--- src/rtl/lsbx_pkg.sv ---
// shared types, constants and codes for the lsb stego bmp extractor
package lsbx_pkg;

    localparam int SIZE_WORD_BITS  = 32;
    localparam int MAGIC_MAX_CHARS = 8;
    localparam int CHAR_BITS       = 8;
    localparam int BIT_COUNT_W     = $clog2(SIZE_WORD_BITS);
    localparam int MAGIC_INDEX_W   = $clog2(MAGIC_MAX_CHARS);
    localparam int CFG_INDEX_W     = 2;

    localparam logic [15:0] HEADER_LENGTH_RESET = 16'd54;
    localparam logic [3:0]  MAGIC_LENGTH_RESET  = 4'd2;

    // configuration register indexes
    localparam logic [CFG_INDEX_W-1:0] REG_HEADER_LENGTH = 2'd0;
    localparam logic [CFG_INDEX_W-1:0] REG_MAGIC_WORD    = 2'd1;
    localparam logic [CFG_INDEX_W-1:0] REG_MAGIC_LENGTH  = 2'd2;

    typedef enum logic [2:0] {
        PH_HEADER    = 3'd0,
        PH_MAGIC     = 3'd1,
        PH_EXT_SIZE  = 3'd2,
        PH_EXT_CHAR  = 3'd3,
        PH_DATA_SIZE = 3'd4,
        PH_DATA      = 3'd5,
        PH_DONE      = 3'd6
    } phase_t;

    typedef enum logic [2:0] {
        KIND_EXT_SIZE  = 3'd0,
        KIND_EXT_CHAR  = 3'd1,
        KIND_DATA_SIZE = 3'd2,
        KIND_DATA_BYTE = 3'd3,
        KIND_MISMATCH  = 3'd4
    } result_kind_t;

    typedef struct packed {
        logic [7:0] image_byte;
        logic       start_of_image;
    } image_item_t;

    typedef struct packed {
        logic [2:0]  result_kind;
        logic [31:0] result_value;
        logic        last_payload;
    } result_item_t;

    typedef struct packed {
        logic [15:0] header_length;
        logic [63:0] magic_word;
        logic [3:0]  magic_length;
    } cfg_t;

endpackage

--- src/rtl/lsbx_cfg.sv ---
// configuration register file
module lsbx_cfg
    import lsbx_pkg::*;
(
    input  logic                   clk,
    input  logic                   rst_n,
    input  logic                   cfg_valid,
    output logic                   cfg_ready,
    input  logic [CFG_INDEX_W-1:0] cfg_index,
    input  logic [63:0]            cfg_data,
    output cfg_t                   cfg
);

    cfg_t cfg_reg;
    cfg_t cfg_next;

    assign cfg_ready = 1'b1;
    assign cfg      = cfg_reg;

    always_comb
    begin
        cfg_next = cfg_reg;
        if (cfg_valid)
        begin
            case (cfg_index)
                REG_HEADER_LENGTH: cfg_next.header_length = cfg_data[15:0];
                REG_MAGIC_WORD:    cfg_next.magic_word    = cfg_data;
                REG_MAGIC_LENGTH:  cfg_next.magic_length  = cfg_data[3:0];
                default:           cfg_next = cfg_reg;
            endcase
        end
    end

    always_ff @(posedge clk or negedge rst_n)
    begin
        if (!rst_n)
        begin
            cfg_reg.header_length <= HEADER_LENGTH_RESET;
            cfg_reg.magic_word    <= 64'd0;
            cfg_reg.magic_length  <= MAGIC_LENGTH_RESET;
        end
        else
        begin
            cfg_reg <= cfg_next;
        end
    end

endmodule

--- src/rtl/lsbx_decode.sv ---
// single-pass decoder: header skip, bit gathering, magic check and result build
module lsbx_decode
    import lsbx_pkg::*;
(
    input  logic         clk,
    input  logic         rst_n,
    input  logic         accept,
    input  image_item_t  item,
    input  cfg_t         cfg,
    output logic         res_valid,
    output result_item_t res_item
);

    phase_t                   phase_reg, phase_next;
    logic [15:0]              hcount_reg, hcount_next;
    logic [BIT_COUNT_W-1:0]   bcount_reg, bcount_next;
    logic [31:0]              acc_reg, acc_next;
    logic [31:0]              remain_reg, remain_next;
    logic [MAGIC_INDEX_W-1:0] midx_reg, midx_next;

    // state as seen by this byte, after an optional restart
    phase_t                   eff_phase;
    logic [15:0]              eff_hcount;
    logic [BIT_COUNT_W-1:0]   eff_bcount;
    logic [31:0]              eff_acc;
    logic [31:0]              eff_remain;
    logic [MAGIC_INDEX_W-1:0] eff_midx;

    phase_t                   work_phase;
    logic                     header_skip;
    logic                     gather_active;
    logic                     size_phase;
    logic [BIT_COUNT_W-1:0]   last_bit_idx;
    logic [31:0]              acc_bit;
    logic                     word_done;
    logic [7:0]               char_val;
    logic [7:0]               expected;
    logic                     magic_bad;
    logic [3:0]               mlen;
    logic                     midx_last;
    logic [31:0]              remain_dec;

    always_comb
    begin
        if (item.start_of_image)
        begin
            eff_phase  = PH_HEADER;
            eff_hcount = '0;
            eff_bcount = '0;
            eff_acc    = '0;
            eff_remain = '0;
            eff_midx   = '0;
        end
        else
        begin
            eff_phase  = phase_reg;
            eff_hcount = hcount_reg;
            eff_bcount = bcount_reg;
            eff_acc    = acc_reg;
            eff_remain = remain_reg;
            eff_midx   = midx_reg;
        end
    end

    // datapath shared by the next-state and output blocks
    always_comb
    begin
        header_skip   = (eff_phase == PH_HEADER) && (eff_hcount < cfg.header_length);
        work_phase    = (eff_phase == PH_HEADER) ? PH_MAGIC : eff_phase;
        gather_active = !header_skip && (work_phase != PH_DONE);
        size_phase    = (work_phase == PH_EXT_SIZE) || (work_phase == PH_DATA_SIZE);
        last_bit_idx  = size_phase ? BIT_COUNT_W'(SIZE_WORD_BITS - 1)
                                   : BIT_COUNT_W'(CHAR_BITS - 1);
        acc_bit       = eff_acc | (32'(item.image_byte[0]) << eff_bcount);
        word_done     = eff_bcount >= last_bit_idx;
        char_val      = acc_bit[7:0];
        expected      = cfg.magic_word[{eff_midx, 3'b000} +: 8];
        magic_bad     = char_val != expected;
        if (cfg.magic_length == 4'd0)
            mlen = 4'd1;
        else if (cfg.magic_length > 4'(MAGIC_MAX_CHARS))
            mlen = 4'(MAGIC_MAX_CHARS);
        else
            mlen = cfg.magic_length;
        midx_last  = (4'(eff_midx) + 4'd1) >= mlen;
        remain_dec = eff_remain - 32'd1;
    end

    // next state
    always_comb
    begin
        phase_next  = phase_reg;
        hcount_next = hcount_reg;
        bcount_next = bcount_reg;
        acc_next    = acc_reg;
        remain_next = remain_reg;
        midx_next   = midx_reg;
        if (accept)
        begin
            phase_next  = eff_phase;
            hcount_next = eff_hcount;
            bcount_next = eff_bcount;
            acc_next    = eff_acc;
            remain_next = eff_remain;
            midx_next   = eff_midx;
            if (header_skip)
            begin
                hcount_next = eff_hcount + 16'd1;
            end
            else if (gather_active)
            begin
                phase_next = work_phase;
                if (word_done)
                begin
                    bcount_next = '0;
                    acc_next    = '0;
                    case (work_phase)
                        PH_MAGIC:
                        begin
                            if (magic_bad)
                                phase_next = PH_DONE;
                            else if (midx_last)
                            begin
                                midx_next  = '0;
                                phase_next = PH_EXT_SIZE;
                            end
                            else
                                midx_next = eff_midx + MAGIC_INDEX_W'(1);
                        end
                        PH_EXT_SIZE:
                        begin
                            remain_next = acc_bit;
                            phase_next  = (acc_bit == 32'd0) ? PH_DATA_SIZE : PH_EXT_CHAR;
                        end
                        PH_EXT_CHAR:
                        begin
                            remain_next = remain_dec;
                            if (remain_dec == 32'd0)
                                phase_next = PH_DATA_SIZE;
                        end
                        PH_DATA_SIZE:
                        begin
                            remain_next = acc_bit;
                            phase_next  = (acc_bit == 32'd0) ? PH_DONE : PH_DATA;
                        end
                        PH_DATA:
                        begin
                            remain_next = remain_dec;
                            if (remain_dec == 32'd0)
                                phase_next = PH_DONE;
                        end
                        default:
                            phase_next = work_phase;
                    endcase
                end
                else
                begin
                    bcount_next = eff_bcount + BIT_COUNT_W'(1);
                    acc_next    = acc_bit;
                end
            end
        end
    end

    // outputs
    always_comb
    begin
        res_valid                 = 1'b0;
        res_item.result_kind      = KIND_EXT_SIZE;
        res_item.result_value     = acc_bit;
        res_item.last_payload     = 1'b0;
        if (accept && gather_active && word_done)
        begin
            case (work_phase)
                PH_MAGIC:
                begin
                    res_valid             = magic_bad;
                    res_item.result_kind  = KIND_MISMATCH;
                    res_item.result_value = {24'd0, char_val};
                end
                PH_EXT_SIZE:
                begin
                    res_valid             = 1'b1;
                    res_item.result_kind  = KIND_EXT_SIZE;
                end
                PH_EXT_CHAR:
                begin
                    res_valid             = 1'b1;
                    res_item.result_kind  = KIND_EXT_CHAR;
                    res_item.result_value = {24'd0, char_val};
                end
                PH_DATA_SIZE:
                begin
                    res_valid             = 1'b1;
                    res_item.result_kind  = KIND_DATA_SIZE;
                    res_item.last_payload = acc_bit == 32'd0;
                end
                PH_DATA:
                begin
                    res_valid             = 1'b1;
                    res_item.result_kind  = KIND_DATA_BYTE;
                    res_item.result_value = {24'd0, char_val};
                    res_item.last_payload = remain_dec == 32'd0;
                end
                default:
                    res_valid = 1'b0;
            endcase
        end
    end

    always_ff @(posedge clk or negedge rst_n)
    begin
        if (!rst_n)
        begin
            phase_reg  <= PH_HEADER;
            hcount_reg <= '0;
            bcount_reg <= '0;
            acc_reg    <= '0;
            remain_reg <= '0;
            midx_reg   <= '0;
        end
        else
        begin
            phase_reg  <= phase_next;
            hcount_reg <= hcount_next;
            bcount_reg <= bcount_next;
            acc_reg    <= acc_next;
            remain_reg <= remain_next;
            midx_reg   <= midx_next;
        end
    end

endmodule

--- src/rtl/lsbx_outq.sv ---
// two-entry result queue: output register plus skid entry
module lsbx_outq
    import lsbx_pkg::*;
(
    input  logic         clk,
    input  logic         rst_n,
    input  logic         push,
    input  result_item_t push_item,
    output logic         full,
    output logic         result_valid,
    input  logic         result_stall,
    output result_item_t result_item
);

    result_item_t head_reg, head_next;
    result_item_t tail_reg, tail_next;
    logic [1:0]   cnt_reg, cnt_next;
    logic         pop;

    assign pop          = result_valid && !result_stall;
    assign result_valid = cnt_reg != 2'd0;
    assign full         = cnt_reg == 2'd2;
    assign result_item  = head_reg;

    always_comb
    begin
        head_next = head_reg;
        tail_next = tail_reg;
        cnt_next  = cnt_reg;
        case ({push, pop})
            2'b11:
            begin
                if (cnt_reg == 2'd2)
                begin
                    head_next = tail_reg;
                    tail_next = push_item;
                end
                else
                    head_next = push_item;
            end
            2'b10:
            begin
                cnt_next = cnt_reg + 2'd1;
                if (cnt_reg == 2'd0)
                    head_next = push_item;
                else
                    tail_next = push_item;
            end
            2'b01:
            begin
                cnt_next  = cnt_reg - 2'd1;
                head_next = tail_reg;
            end
            default:
                cnt_next = cnt_reg;
        endcase
    end

    always_ff @(posedge clk or negedge rst_n)
    begin
        if (!rst_n)
            cnt_reg <= 2'd0;
        else
            cnt_reg <= cnt_next;
    end

    always_ff @(posedge clk)
    begin
        head_reg <= head_next;
        tail_reg <= tail_next;
    end

endmodule

--- src/rtl/lsb_stego_bmp_extractor.sv ---
// top level of the lsb stego bmp extractor
// usage:
//  - image channel (image_valid, image_stall, image_item) takes one file byte
//    per request, from file offset 0; start_of_image marks offset 0 and
//    restarts the decoder from any phase
//  - result channel (result_valid, result_stall, result_item) gives at most one
//    result per image byte: extension size, extension chars, payload size,
//    payload bytes (last one marked) or a magic mismatch
//  - cfg channel (cfg_valid, cfg_ready, cfg_index, cfg_data) writes header_length,
//    magic_word and magic_length; cfg_ready is always high, write only when idle
//  - throughput: one image byte per cycle while the result queue has a free entry;
//    all decoding for a byte is a single pass through the decoder into the result queue
//  - a result is registered in the result queue when the byte that completes it
//    is accepted, and shows on the result port once all results ahead are taken
//  - the result queue holds two entries: image_stall rises only when both
//    are occupied, so bytes keep flowing while one result waits
//  - reset: configuration returns to header_length 54, magic_word 0,
//    magic_length 2; decoder sits in header skip; queue is empty
module lsb_stego_bmp_extractor
    import lsbx_pkg::*;
(
    input  logic                   clk,
    input  logic                   rst_n,
    input  logic                   image_valid,
    output logic                   image_stall,
    input  image_item_t            image_item,
    output logic                   result_valid,
    input  logic                   result_stall,
    output result_item_t           result_item,
    input  logic                   cfg_valid,
    output logic                   cfg_ready,
    input  logic [CFG_INDEX_W-1:0] cfg_index,
    input  logic [63:0]            cfg_data
);

    cfg_t         cfg;
    logic         accept;
    logic         res_valid;
    result_item_t res_item;
    logic         q_full;

    // a byte is taken whenever the result queue has a free entry
    assign image_stall = q_full;
    assign accept      = image_valid && !q_full;

    lsbx_cfg u_cfg (
        .clk       (clk),
        .rst_n     (rst_n),
        .cfg_valid (cfg_valid),
        .cfg_ready (cfg_ready),
        .cfg_index (cfg_index),
        .cfg_data  (cfg_data),
        .cfg       (cfg)
    );

    // header skip, lsb gathering, magic compare, size and char decode
    lsbx_decode u_decode (
        .clk       (clk),
        .rst_n     (rst_n),
        .accept    (accept),
        .item      (image_item),
        .cfg       (cfg),
        .res_valid (res_valid),
        .res_item  (res_item)
    );

    // output register with skid entry
    lsbx_outq u_outq (
        .clk          (clk),
        .rst_n        (rst_n),
        .push         (res_valid),
        .push_item    (res_item),
        .full         (q_full),
        .result_valid (result_valid),
        .result_stall (result_stall),
        .result_item  (result_item)
    );

endmodule

--- config.mk ---
export PLATFORM = sky130hd
export DESIGN_NAME = lsb_stego_bmp_extractor
export DESIGN_NICKNAME = d
export VERILOG_FILES = /design/src/rtl/lsbx_pkg.sv /design/src/rtl/lsbx_cfg.sv /design/src/rtl/lsbx_decode.sv /design/src/rtl/lsbx_outq.sv /design/src/rtl/lsb_stego_bmp_extractor.sv
export SDC_FILE = /design/constraint.sdc
export NUM_CORES = 1
export LEC_CHECK = 0
export BUFFER_PORTS_ARGS = -buffer_cell sky130_fd_sc_hd__buf_2
export CAP_MARGIN = 20
export CORE_ASPECT_RATIO = 1.5
export CORE_MARGIN = 4
export CORE_UTILIZATION = 55
export CTS_CLUSTER_DIAMETER = 60
export CTS_CLUSTER_SIZE = 12
export DETAILED_ROUTE_END_ITERATION = 10
export GPL_ROUTABILITY_DRIVEN = 0
export PLACE_DENSITY = 0.74
export SETUP_SLACK_MARGIN = 0.2
export SLEW_MARGIN = 15
export SYNTH_ARGS = -nofsm -noshare
export SYNTH_HDL_FRONTEND = slang
export SYNTH_HIERARCHICAL = 1
export SYNTH_SLANG_ARGS = --single-unit
--- constraint.sdc ---
create_clock -name clk -period 8.8 [get_ports clk]
set_clock_uncertainty 0.1 [all_clocks]
set_input_delay 0.44 -clock clk [delete_from_list [all_inputs] [get_ports clk]]
set_output_delay 0.44 -clock clk [all_outputs]
set_load 0.005 [all_outputs]
==> impl_metrics.csv, run 1 <==
group,metric,value,unit
power_and_ir_drop,power.share.sequential,0.487,
run,drv_cap,0,
sta,timing.setup.tns,0,ns
yosys,synth_largest_area_cell,"dfrtp_1",
routing,vias,10700,
clocking,clock_path_buffers,3,
routing,detail_route.first_pass.iterations,6,
power_and_ir_drop,power.switching_fraction,0.283,
clocking,cts_h_tree_lvls,1,
worst_setup_path,setup.worst_path.class,"input pin to register",
power_and_ir_drop,power_density,202,nW/um^2
sta,clock.fmax,190,MHz
floorplanning,fp.dieW,137,um
clocking,cts-resized-gates,0,
layout,fraction_of_final_layout_cells_with_drive_strength_greater_than_1,0.196,
layout,area_growth,10.1,%
clocking,cts-buffers-inserted,24,
routing,drt_iter0_markers,870,
clocking,tritoncts,"built",
floorplanning,core.rowCount,70,
yosys,post-synth-top-count-cell,"dfrtp_1",
worst_setup_path,worst_r2r_endpoint,"u_outq/result_item[22]$_DFFE_PP_",
sta,tightestPinTransition,1.05,ns
sta,drv_slew,0,
grt,grt_max_degree,99,
floorplanning,io_pins,119,
clocking,clk-insertion-delay-late,0.52,ns
sta,slew_headroom,0.296,
yosys,synth.top_cell.area_share,0.313,
routing,routed_wire_length_per_instance,20.7,um
yosys,synthTopCellsByCount,"dfrtp_1 (172), nand2_1 (93), nor2_1 (82)",
routing,vias_per_cell,6.31,
grt,grt.total_usage,0.249,
power_and_ir_drop,clock_power_share,0.312,
yosys,syn-cell-area,13800,um^2
power_and_ir_drop,combPwrFrac,0.201,
worst_setup_path,worst_ep_required_time,8.97,ns
power_and_ir_drop,ir_drop,0.143,mV
layout,layout.filler_cells,1992,
place,dp_hpwl,24600,um
sta,post-route-worst-setup-slack,3.54,ns
yosys,netlist-cell-type-count,82,
routing,drt.antenna.violating_nets,0,
floorplanning,die_area,27700,um^2
outcome,run_status,"finished, final reports clean",
layout,multiInputGateArea,6560,um^2
worst_setup_path,timing.critical_path.from,"image_item[0]",
yosys,register_area_share_after_synthesis,0.479,
yosys,yosysWarnings,6,
worst_setup_path,cp-start-kind,"input pin",
sta,rsz0062_at_grt,"no",
power_and_ir_drop,net-switching-power,0.866,mW
yosys,synth.avg_cell_area,10.7,um^2
sta,finalHoldViolations,0,
min_path,hp-class,"input pin to register",
layout,nNetsFinal,1463,
power_and_ir_drop,p_total,3.06,mW
yosys,number_of_synthesized_flops_with_an_enable_pin,72,
yosys,post_synth_main_area_contributors,"dfrtp_1 (31%), edfxtp_1 (16%), mux2_4 (6.7%)",
clocking,cts_root_buffer,"clkbuf_16",
worst_setup_path,worstSetupEndpointType,"register",
sta,finalWorstPathRequiredPeriod,5.26,ns
routing,finalWirelength,34900,um
worst_setup_path,cp-endpoint,"u_outq/result_item[22]$_DFFE_PP_",
min_path,worst_hold_startpoint,"cfg_data[19]",
sta,fin_crit_share,0.598,
yosys,postSynthNetCount,1394,
power_and_ir_drop,internal_power,2.19,mW
place,buffer_ports.inserted,110,
routing,drt_drc_violations_left,0,
clocking,clkSlewWorstSetupHoldPaths,0.06,ns
worst_setup_path,worst_ep_arrival_time,5.43,ns
worst_setup_path,worstPathMaxFanout,84,
worst_setup_path,regToRegSetupSlack,3.88,ns
layout,insertedDiodeCount,0,
layout,postLayoutCoreUtil,0.618,
power_and_ir_drop,power_leakage,6.67,nW
place,pre_cts_ws,3.11,ns
floorplanning,floorplan.initialDensity,0.562,
clocking,cts.sinks,249,
sta,setup_viol,0,
layout,largest_register_ff_count,84,
grt,global_route.overflow_total,0,
floorplanning,fp.dieH,202,um
worst_setup_path,critical_path.reg2reg.startpoint,"u_decode/bcount_reg[3]$_DFFE_PN0P_",
grt,grt_antenna_before_repair,0,
grt,grt_pass1_vias,10500,
yosys,netlist_instances,1283,
yosys,synthFlopType,"dfrtp_1",
floorplanning,coreArea,24500,um^2
yosys,synth_async_reset_ratio,0.711,
worst_setup_path,ff2ff_path_depth,12,
grt,grt_pass1_wl,55400,um
layout,sequential_cell_area,6600,um^2
yosys,ys_seq_elements,249,
## timing repair
item	CTS	global route
endpoints found under the hold margin	97	0
buffers inserted	0	0
hold buffers	1	0
## worst min-delay path by stage
| stage | cells after the start | slack (ns) | end |
|---|---|---|---|
| 2_1_floorplan | 0 | 0.04 | u_cfg/cfg[0]$_DFFE_PN0P_ |
| 3_3_place_gp | 2 | 0.36 | u_decode/acc_reg[12]$_DFFE_PN0P_ |
| 3_5_place_dp | 2 | 0.37 | u_decode/acc_reg[12]$_DFFE_PN0P_ |
| 4_1_cts | 2 | 0.03 | u_cfg/cfg[23]$_DFFE_PN0P_ |
| 5_1_grt | 2 | 0.04 | u_cfg/cfg[20]$_DFFE_PN0P_ |
| 6_report | 2 | 0.05 | u_cfg/cfg[23]$_DFFE_PN0P_ |
## worst max-delay path: stages
cell,delay (ns)
buf_4,0.62
buf_4,0.61
nor2b_1,0.22
or2_1,0.39
a2111oi_1,0.60
o2111ai_1,0.24
o21a_1,0.40
nand3_1,0.16
buf_4,0.28
a211oi_1,0.19
inv_1,0.11
ha_1,0.31
mux2_4,0.49
a22o_1,0.29
## layout by cell type (no fill, tap or decap), drive strengths merged, types with 28 or more instances in the layout
cell type,netlist,layout
a22o,68,68
nand2,93,93
ha,31,31
mux2,86,86
edfxtp,72,72
nor2,82,82
o21ai,73,73
nand3,30,30
inv,38,38
dfrtp,172,172
a21oi,62,62
clkbuf,63,40
nor3,37,37
nor2b,34,34
buf,26,131
xnor2,28,28
## per-layer routing
metal  wire length, um  GRT usage  vias up  share of wire
li1                  -          -     4880              -
met1             13000      0.296     5200           0.37
met2             17100      0.422      449           0.49
met3              2130     0.0326      136          0.061
met4              2650      0.156        0          0.076
met5                 0          0        -              0
## layout make-up
type,count,area share
tap,324,0.0267
timing repair buffer,132,0.0500
multi-input combinational,907,0.433
clock buffer,40,0.0456
inverter,38,0.00941
sequential,249,0.435
## kinds of logic after synthesis
group | after synthesis | share of synthesized area
AO/OA/AOI/OAI | 322 | 0.160
flip-flops | 249 | 0.479
AND/OR/NAND/NOR | 400 | 0.153
other | 1 | 0.000272
adder cells (fa/ha/maj) | 31 | 0.0282
buffers and inverters | 127 | 0.0462
multiplexers | 109 | 0.105
XOR/XNOR | 44 | 0.0280
## metrics by stage
step / instance area (um^2) / hold WS [ns] / instances
finish: 15200 / 0.0465 / 1690
global route: 15200 / 0.0416 / 1690
CTS: 15100 / 0.0304 / 1689
detailed placement: 14400 / 0.371 / 1648
global placement: 14400 / 0.357 / 1646
floorplan: 13800 / 0.0444 / 1283
## power groups by stage
stage          Clock, mW  Sequential (mW)  Combinational [mW]
2_1_floorplan          0             1.49               0.411
3_3_place_gp           0             1.50               0.596
3_5_place_dp           0             1.51               0.615
4_1_cts            0.975             1.49               0.617
5_1_grt             1.02             1.51               0.678
6_report           0.955             1.49               0.614
(Power assumes the default switching activity.)
==> run 2, diff against run 1 <==
--- a/config.mk
+++ b/config.mk
@@ -14,7 +14,7 @@
 export CTS_CLUSTER_SIZE = 12
 export DETAILED_ROUTE_END_ITERATION = 10
 export GPL_ROUTABILITY_DRIVEN = 0
-export PLACE_DENSITY = 0.74
+export PLACE_DENSITY = 0.77
 export SETUP_SLACK_MARGIN = 0.2
 export SLEW_MARGIN = 15
 export SYNTH_ARGS = -nofsm -noshare
==> constraint.sdc (replaced) <==
create_clock -name clk -period 4.7 [get_ports clk]
set_clock_uncertainty 0.1 [all_clocks]
set_input_delay 0.235 -clock clk [delete_from_list [all_inputs] [get_ports clk]]
set_output_delay 0.235 -clock clk [all_outputs]
set_load 0.005 [all_outputs]
==> impl_metrics.csv, run 2 (synthesis results as in run 1) <==
group,metric,value,unit
outcome,run_status,"finished, final reports clean",
grt,global_route.overflow_total,0,
routing,detail_route.first_pass.iterations,6,
sta,timing.setup.tns,0,ns
grt,grt_max_degree,101,
floorplanning,die_area,27700,um^2
routing,drt_drc_violations_left,0,
routing,met2_wirelength,19000,um
grt,grt_pass1_vias,11100,
floorplanning,coreArea,24500,um^2
worst_setup_path,setup.worst_path.class,"register to register",
worst_setup_path,worstPathBufferInverterCount,3,
clocking,cts_setup_buffers,0,
clocking,cts_h_tree_lvls,1,
layout,fraction_of_final_layout_cells_with_drive_strength_greater_than_1,0.206,
power_and_ir_drop,ir_drop,0.387,mV
grt,grt_antenna_before_repair,0,
floorplanning,fp.dieH,202,um
worst_setup_path,cp-start-kind,"register",
sta,setup_viol,0,
clocking,clkSlewWorstSetupHoldPaths,0.07,ns
clocking,cts_root_buffer,"clkbuf_16",
place,dp_hpwl,25500,um
routing,drt_iter0_markers,988,
clocking,clock_path_buffers,3,
grt,grt_pass1_wl,59500,um
sta,slew_headroom,0.304,
routing,topRoutingLayerUsed,"met4",
worst_setup_path,crit_path_top_delay_cell,"a2111oi_0",
floorplanning,fp.dieW,137,um
clocking,clk-insertion-delay-late,0.52,ns
power_and_ir_drop,power_density,362,nW/um^2
place,buffer_ports.inserted,110,
clocking,cts-resized-gates,0,
min_path,hp-class,"input pin to register",
worst_setup_path,worst_ep_arrival_time,4.44,ns
routing,routed_wire_length_per_instance,21.0,um
routing,met1_layer_wirelength_in_the_final_routing,13900,um
floorplanning,io_pins,119,
worst_setup_path,critical-path-top-delay-family,"compound AO/OA/AOI/OAI gates",
sta,rsz0062_at_grt,"no",
run,drv_cap,0,
routing,vias,11100,
sta,drv_slew,0,
sta,tightestPinTransition,1.04,ns
worst_setup_path,critPathMaxStageDelay,0.53,ns
routing,finalWirelength,37500,um
clocking,cts.sinks,249,
layout,postLayoutCoreUtil,0.655,
worst_setup_path,worstPathMaxFanout,42,
sta,finalHoldViolations,0,
sta,clock.fmax,234,MHz
floorplanning,floorplan.initialDensity,0.562,
power_and_ir_drop,power_leakage,7.08,nW
sta,fin_crit_share,0.911,
clocking,post_cts_hold_buffer_count,66,
layout,layout_common_cells,"dfrtp_1 (172), buf_2 (108), nand2_1 (93), nor2_1 (82), edfxtp_1 (72)",
grt,grt.total_usage,0.270,
worst_setup_path,worstSetupEndpointType,"register",
layout,largest_register_ff_count,84,
layout,mostFrequentLayoutCell,"dfrtp_1",
sta,finalWorstPathRequiredPeriod,4.28,ns
routing,vias_per_cell,6.18,
power_and_ir_drop,p_total,5.81,mW
clocking,tritoncts,"built",
routing,drt.antenna.violating_nets,0,
sta,hold_ws,0.0709,ns
routing,met3_wirelength,2010,um
worst_setup_path,crit_chain,"buf_12, mux2i_1, o22ai_1, a2111oi_0, buf_4, xnor2_1, nor4_1, nand2_1, nor2_1, a211oi_4, inv_1, ha_1, mux2_4, a22o_1",
layout,area_growth,16.6,%
worst_setup_path,worst_ep_required_time,4.86,ns
floorplanning,core.rowCount,70,
layout,insertedDiodeCount,0,
layout,nNetsFinal,1556,
clocking,cts-buffers-inserted,24,
==> run 2: path summary, 6_finish.rpt <==
| kind | start | endpoint | slack, ns | cells past startpoint |
|---|---|---|---|---|
| hold / removal | image_item[0] | u_decode/hcount_reg[12]$_DFFE_PN0P_ | 0.07 | 3 |
| setup / recovery | u_decode/midx_reg[0]$_DFFE_PN0P_ | u_outq/result_item[19]$_DFFE_PP_ | 0.42 | 14 |
| setup reg to reg | u_decode/midx_reg[0]$_DFFE_PN0P_ | u_outq/result_item[19]$_DFFE_PP_ | 0.42 | 14 |
| min in group asynchronous | rst_n | u_decode/hcount_reg[1]$_DFFE_PN0P_ | 0.26 | 2 |
| hold reg to reg | u_decode/acc_reg[10]$_DFFE_PN0P_ | u_decode/acc_reg[10]$_DFFE_PN0P_ | 0.38 | 2 |
| max in group asynchronous | rst_n | u_outq/cnt_reg[0]$_DFFE_PN0N_ | 3.10 | 3 |
==> run 2: power breakdown <==
part	internal, mW	total [mW]	leakage [nW]	switching [mW]
clock network	0.991	1.79	0.333	0.800
logic	0.558	1.23	3.71	0.676
registers	2.61	2.79	3.03	0.183
==> run 2: per-stage QoR <==
stage	cells	setup slack, ns	instance area [um^2]
after detailed placement	1677	0.455	14700
after CTS	1787	0.407	16100
final	1787	0.421	16100
after floorplan	1283	0.206	13900
after global routing	1787	0.222	16100
after global placement	1676	0.584	14700
==> run 2: cell type report <==
cell class | instances | area (um^2)
fillers | 1876 | 8460
flip-flops and latches | 249 | 6600
multi-input cells | 907 | 6590
repair buffers | 225 | 1630
clock buffers | 43 | 693
well taps | 324 | 405
inverters | 38 | 143
clock inverters | 1 | 5.00
==> run 2: layer usage <==
metal | track usage | vias up
met2 | 0.465 | 522
met3 | 0.0306 | 164
met1 | 0.319 | 5301
li1 | - | 5065
met5 | 0 | -
met4 | 0.160 | 0
==> run 2: worst reg2reg max path, cell delays in order, from the launching register on <==
cell and delay, ns:
dfrtp_1 0.38, buf_12 0.24, mux2i_1 0.34, o22ai_1 0.15, a2111oi_0 0.53, buf_4 0.21, xnor2_1 0.10, nor4_1 0.07
nand2_1 0.13, nor2_1 0.10, a211oi_4 0.40, inv_1 0.09, ha_1 0.41, mux2_4 0.48, a22o_1 0.30
==> run 3, diff against run 2 <==
--- a/config.mk
+++ b/config.mk
@@ -19,5 +19,4 @@
 export SLEW_MARGIN = 15
 export SYNTH_ARGS = -nofsm -noshare
 export SYNTH_HDL_FRONTEND = slang
-export SYNTH_HIERARCHICAL = 1
 export SYNTH_SLANG_ARGS = --single-unit
==> impl_metrics.csv, run 3 <==
group,metric,value,unit
layout,area_growth,17.0,%
worst_setup_path,crit_chain,"mux2_2, a221oi_1, o21ai_0, xnor2_1, nor4_1, nand3_1, nand2_1, inv_1, ha_2, and2_1, a221oi_1, a21oi_1",
routing,drt_iter0_markers,1030,
yosys,yosysWarnings,0,
layout,nNetsFinal,1657,
clocking,tritoncts,"built",
floorplanning,fp.dieH,203,um
layout,layout.filler_cells,1966,
yosys,netlist_instances,1403,
grt,use_met1,0.341,
grt,grt.total_usage,0.288,
yosys,synth_largest_area_cell,"dfrtp_1",
min_path,hp-class,"input pin to register",
sta,finalHoldViolations,0,
sta,hold_ws,0.0939,ns
run,drv_cap,0,
power_and_ir_drop,power_leakage,6.88,nW
sta,finalWorstPathRequiredPeriod,4.23,ns
outcome,run_status,"finished, final reports clean",
place,buffer_ports.inserted,110,
clocking,clock_path_buffers,3,
grt,grt_antenna_before_repair,1,
yosys,register_area_share_after_synthesis,0.474,
grt,grt.busiest_layer,"met2",
routing,drt.antenna.violating_nets,0,
yosys,synthFlopType,"dfrtp_1",
clocking,cts_root_buffer,"clkbuf_16",
worst_setup_path,critPathMaxStageDelay,0.52,ns
floorplanning,core.rowCount,71,
yosys,number_of_synthesized_flops_with_an_enable_pin,72,
grt,globalRouteMet2Util,0.492,
floorplanning,coreArea,25100,um^2
place,placement.cell_area,14900,um^2
clocking,clk-insertion-delay-late,0.56,ns
worst_setup_path,cp-start-kind,"register",
worst_setup_path,worst_ep_required_time,4.86,ns
worst_setup_path,worst_ep_arrival_time,4.39,ns
yosys,synth_async_reset_ratio,0.711,
place,dp_hpwl,26500,um
sta,post-route-worst-setup-slack,0.467,ns
power_and_ir_drop,power_density,360,nW/um^2
routing,detail_route.first_pass.iterations,6,
sta,slew_headroom,0.289,
layout,fraction_of_final_layout_cells_with_drive_strength_greater_than_1,0.197,
place,pre_cts_ws,0.437,ns
yosys,synthTopCellsByCount,"dfrtp_1 (172), nand2_1 (149), a21oi_1 (113)",
routing,finalWirelength,40100,um
yosys,netlist-cell-type-count,84,
floorplanning,fp.dieW,138,um
yosys,syn-cell-area,13900,um^2
clocking,clkSlewWorstSetupHoldPaths,0.06,ns
clocking,cts_h_tree_lvls,1,
power_and_ir_drop,ir_drop,0.342,mV
worst_setup_path,worstPathMaxFanout,16,
layout,layout_common_cells,"dfrtp_1 (170), nand2_1 (149), a21oi_1 (113), buf_2 (109), o21ai_0 (88)",
floorplanning,die_area,28000,um^2
layout,mostFrequentLayoutCell,"dfrtp_1",
sta,setup_viol,0,
worst_setup_path,worstSetupEndpointType,"register",
grt,grt_pass1_vias,12200,
worst_setup_path,crit_path_top_delay_cell,"dfrtp_2",
clocking,cts-buffers-inserted,24,
worst_setup_path,cpMostUsedCell,"a221oi_1",
clocking,cts_setup_buffers,0,
sta,tightestPinTransition,1.06,ns
yosys,post_synth_main_area_contributors,"dfrtp_1 (31%), edfxtp_1 (16%), mux2_2 (6.0%)",
worst_setup_path,setup.worst_path.class,"register to register",
sta,clock.fmax,236,MHz
yosys,postSynthNetCount,1512,
floorplanning,io_pins,119,
floorplanning,floorplan.initialDensity,0.556,
yosys,ys_seq_elements,249,
routing,vias,12100,
routing,drt_drc_violations_left,0,
sta,fin_crit_share,0.901,
sta,rsz0062_at_grt,"no",
yosys,synth.top_cell.area_share,0.309,
yosys,post-synth-top-count-cell,"dfrtp_1",
layout,fin_area,16300,um^2
grt,grt_pass1_wl,64500,um
layout,largest_register_ff_count,84,
sta,drv_slew,0,
yosys,synth.avg_cell_area,9.92,um^2
grt,global_route.overflow_total,0,
layout,postLayoutCoreUtil,0.650,
clocking,cts.sinks,249,
grt,globalRouteMet3Util,0.0352,
routing,vias_per_cell,6.41,
grt,grt_max_degree,96,
routing,routed_wire_length_per_instance,21.2,um
-- run 3: final timing paths --
kind,from,endpoint,slack (ns),cells after the start
max,u_decode.midx_reg[2]$_DFFE_PN0P_,u_outq.result_item[13]$_DFFE_PP_,0.47,12
min,result_stall,u_outq.result_item[3]$_DFFE_PP_,0.09,3
max reg2reg,u_decode.midx_reg[2]$_DFFE_PN0P_,u_outq.result_item[13]$_DFFE_PP_,0.47,12
min reg2reg,u_decode.acc_reg[30]$_DFFE_PN0P_,u_decode.acc_reg[30]$_DFFE_PN0P_,0.38,2
max in group asynchronous,rst_n,u_cfg.cfg[61]$_DFFE_PN0P_,3.06,3
min in group asynchronous,rst_n,u_decode.remain_reg[29]$_DFFE_PN0P_,0.25,2
-- run 3: power breakdown --
part / switching (mW) / internal [mW]
clock network: 0.837 / 0.968
logic: 0.793 / 0.555
registers: 0.142 / 2.57
total: 1.77 / 4.10
-- run 3: critical path: cells and delay by family, from the launching register on --
family          cells  cell delay, ns
fa+ha+maj           1            0.28
flops               1            0.52
simple gates        4            1.19
xor+xnor            1            0.17
mux                 1            0.41
compound gates      4            1.14
buf+inv             1            0.12
-- run 3: logic make-up after synthesis --
family,count (synthesis),share of synthesized area
and+or+nand+nor,433,0.159
buffers and inverters,154,0.0434
AOI/OAI and AO/OA,402,0.191
muxes,89,0.0778
xor gates and xnor gates,45,0.0283
adders and majority gates,30,0.0268
DFF,249,0.474
other,1,0.000269
-- run 3: timing repair --
action / in CTS / in global routing
gates resized for setup: 0 / 3
hold buffers: 65 / 0
endpoints found under the hold margin: 176 / 0
endpoints found under the setup margin: 0 / 15
-- run 3: area by class of cell --
type	instances	area [um^2]	share of cell area
Multi-Input combinational cell	1000	6790	0.417
Sequential cell	249	6600	0.405
Antenna cell	1	2.50	0.000154
Clock buffer	43	672	0.0412
Clock inverter	1	30.0	0.00184
Inverter	48	180	0.0111
Tap cell	328	410	0.0252
Timing Repair Buffer	225	1610	0.0987
-- run 3: metrics by stage --
step	cells	power, mW	setup TNS (ns)
floorplan	1403	3.55	-3.73
global placement	1785	3.99	0
detailed placement	1785	4.03	0
CTS	1894	5.87	0
global route	1895	6.15	0
finish	1895	5.87	0
-- run 3: layer usage --
layer | up-vias | wire length, um | share of wire
met3 | 186 | 2570 | 0.064
met2 | 607 | 20200 | 0.50
met5 | - | 0 | 0
li1 | 5456 | - | -
met1 | 5899 | 14400 | 0.36
met4 | 0 | 2970 | 0.074
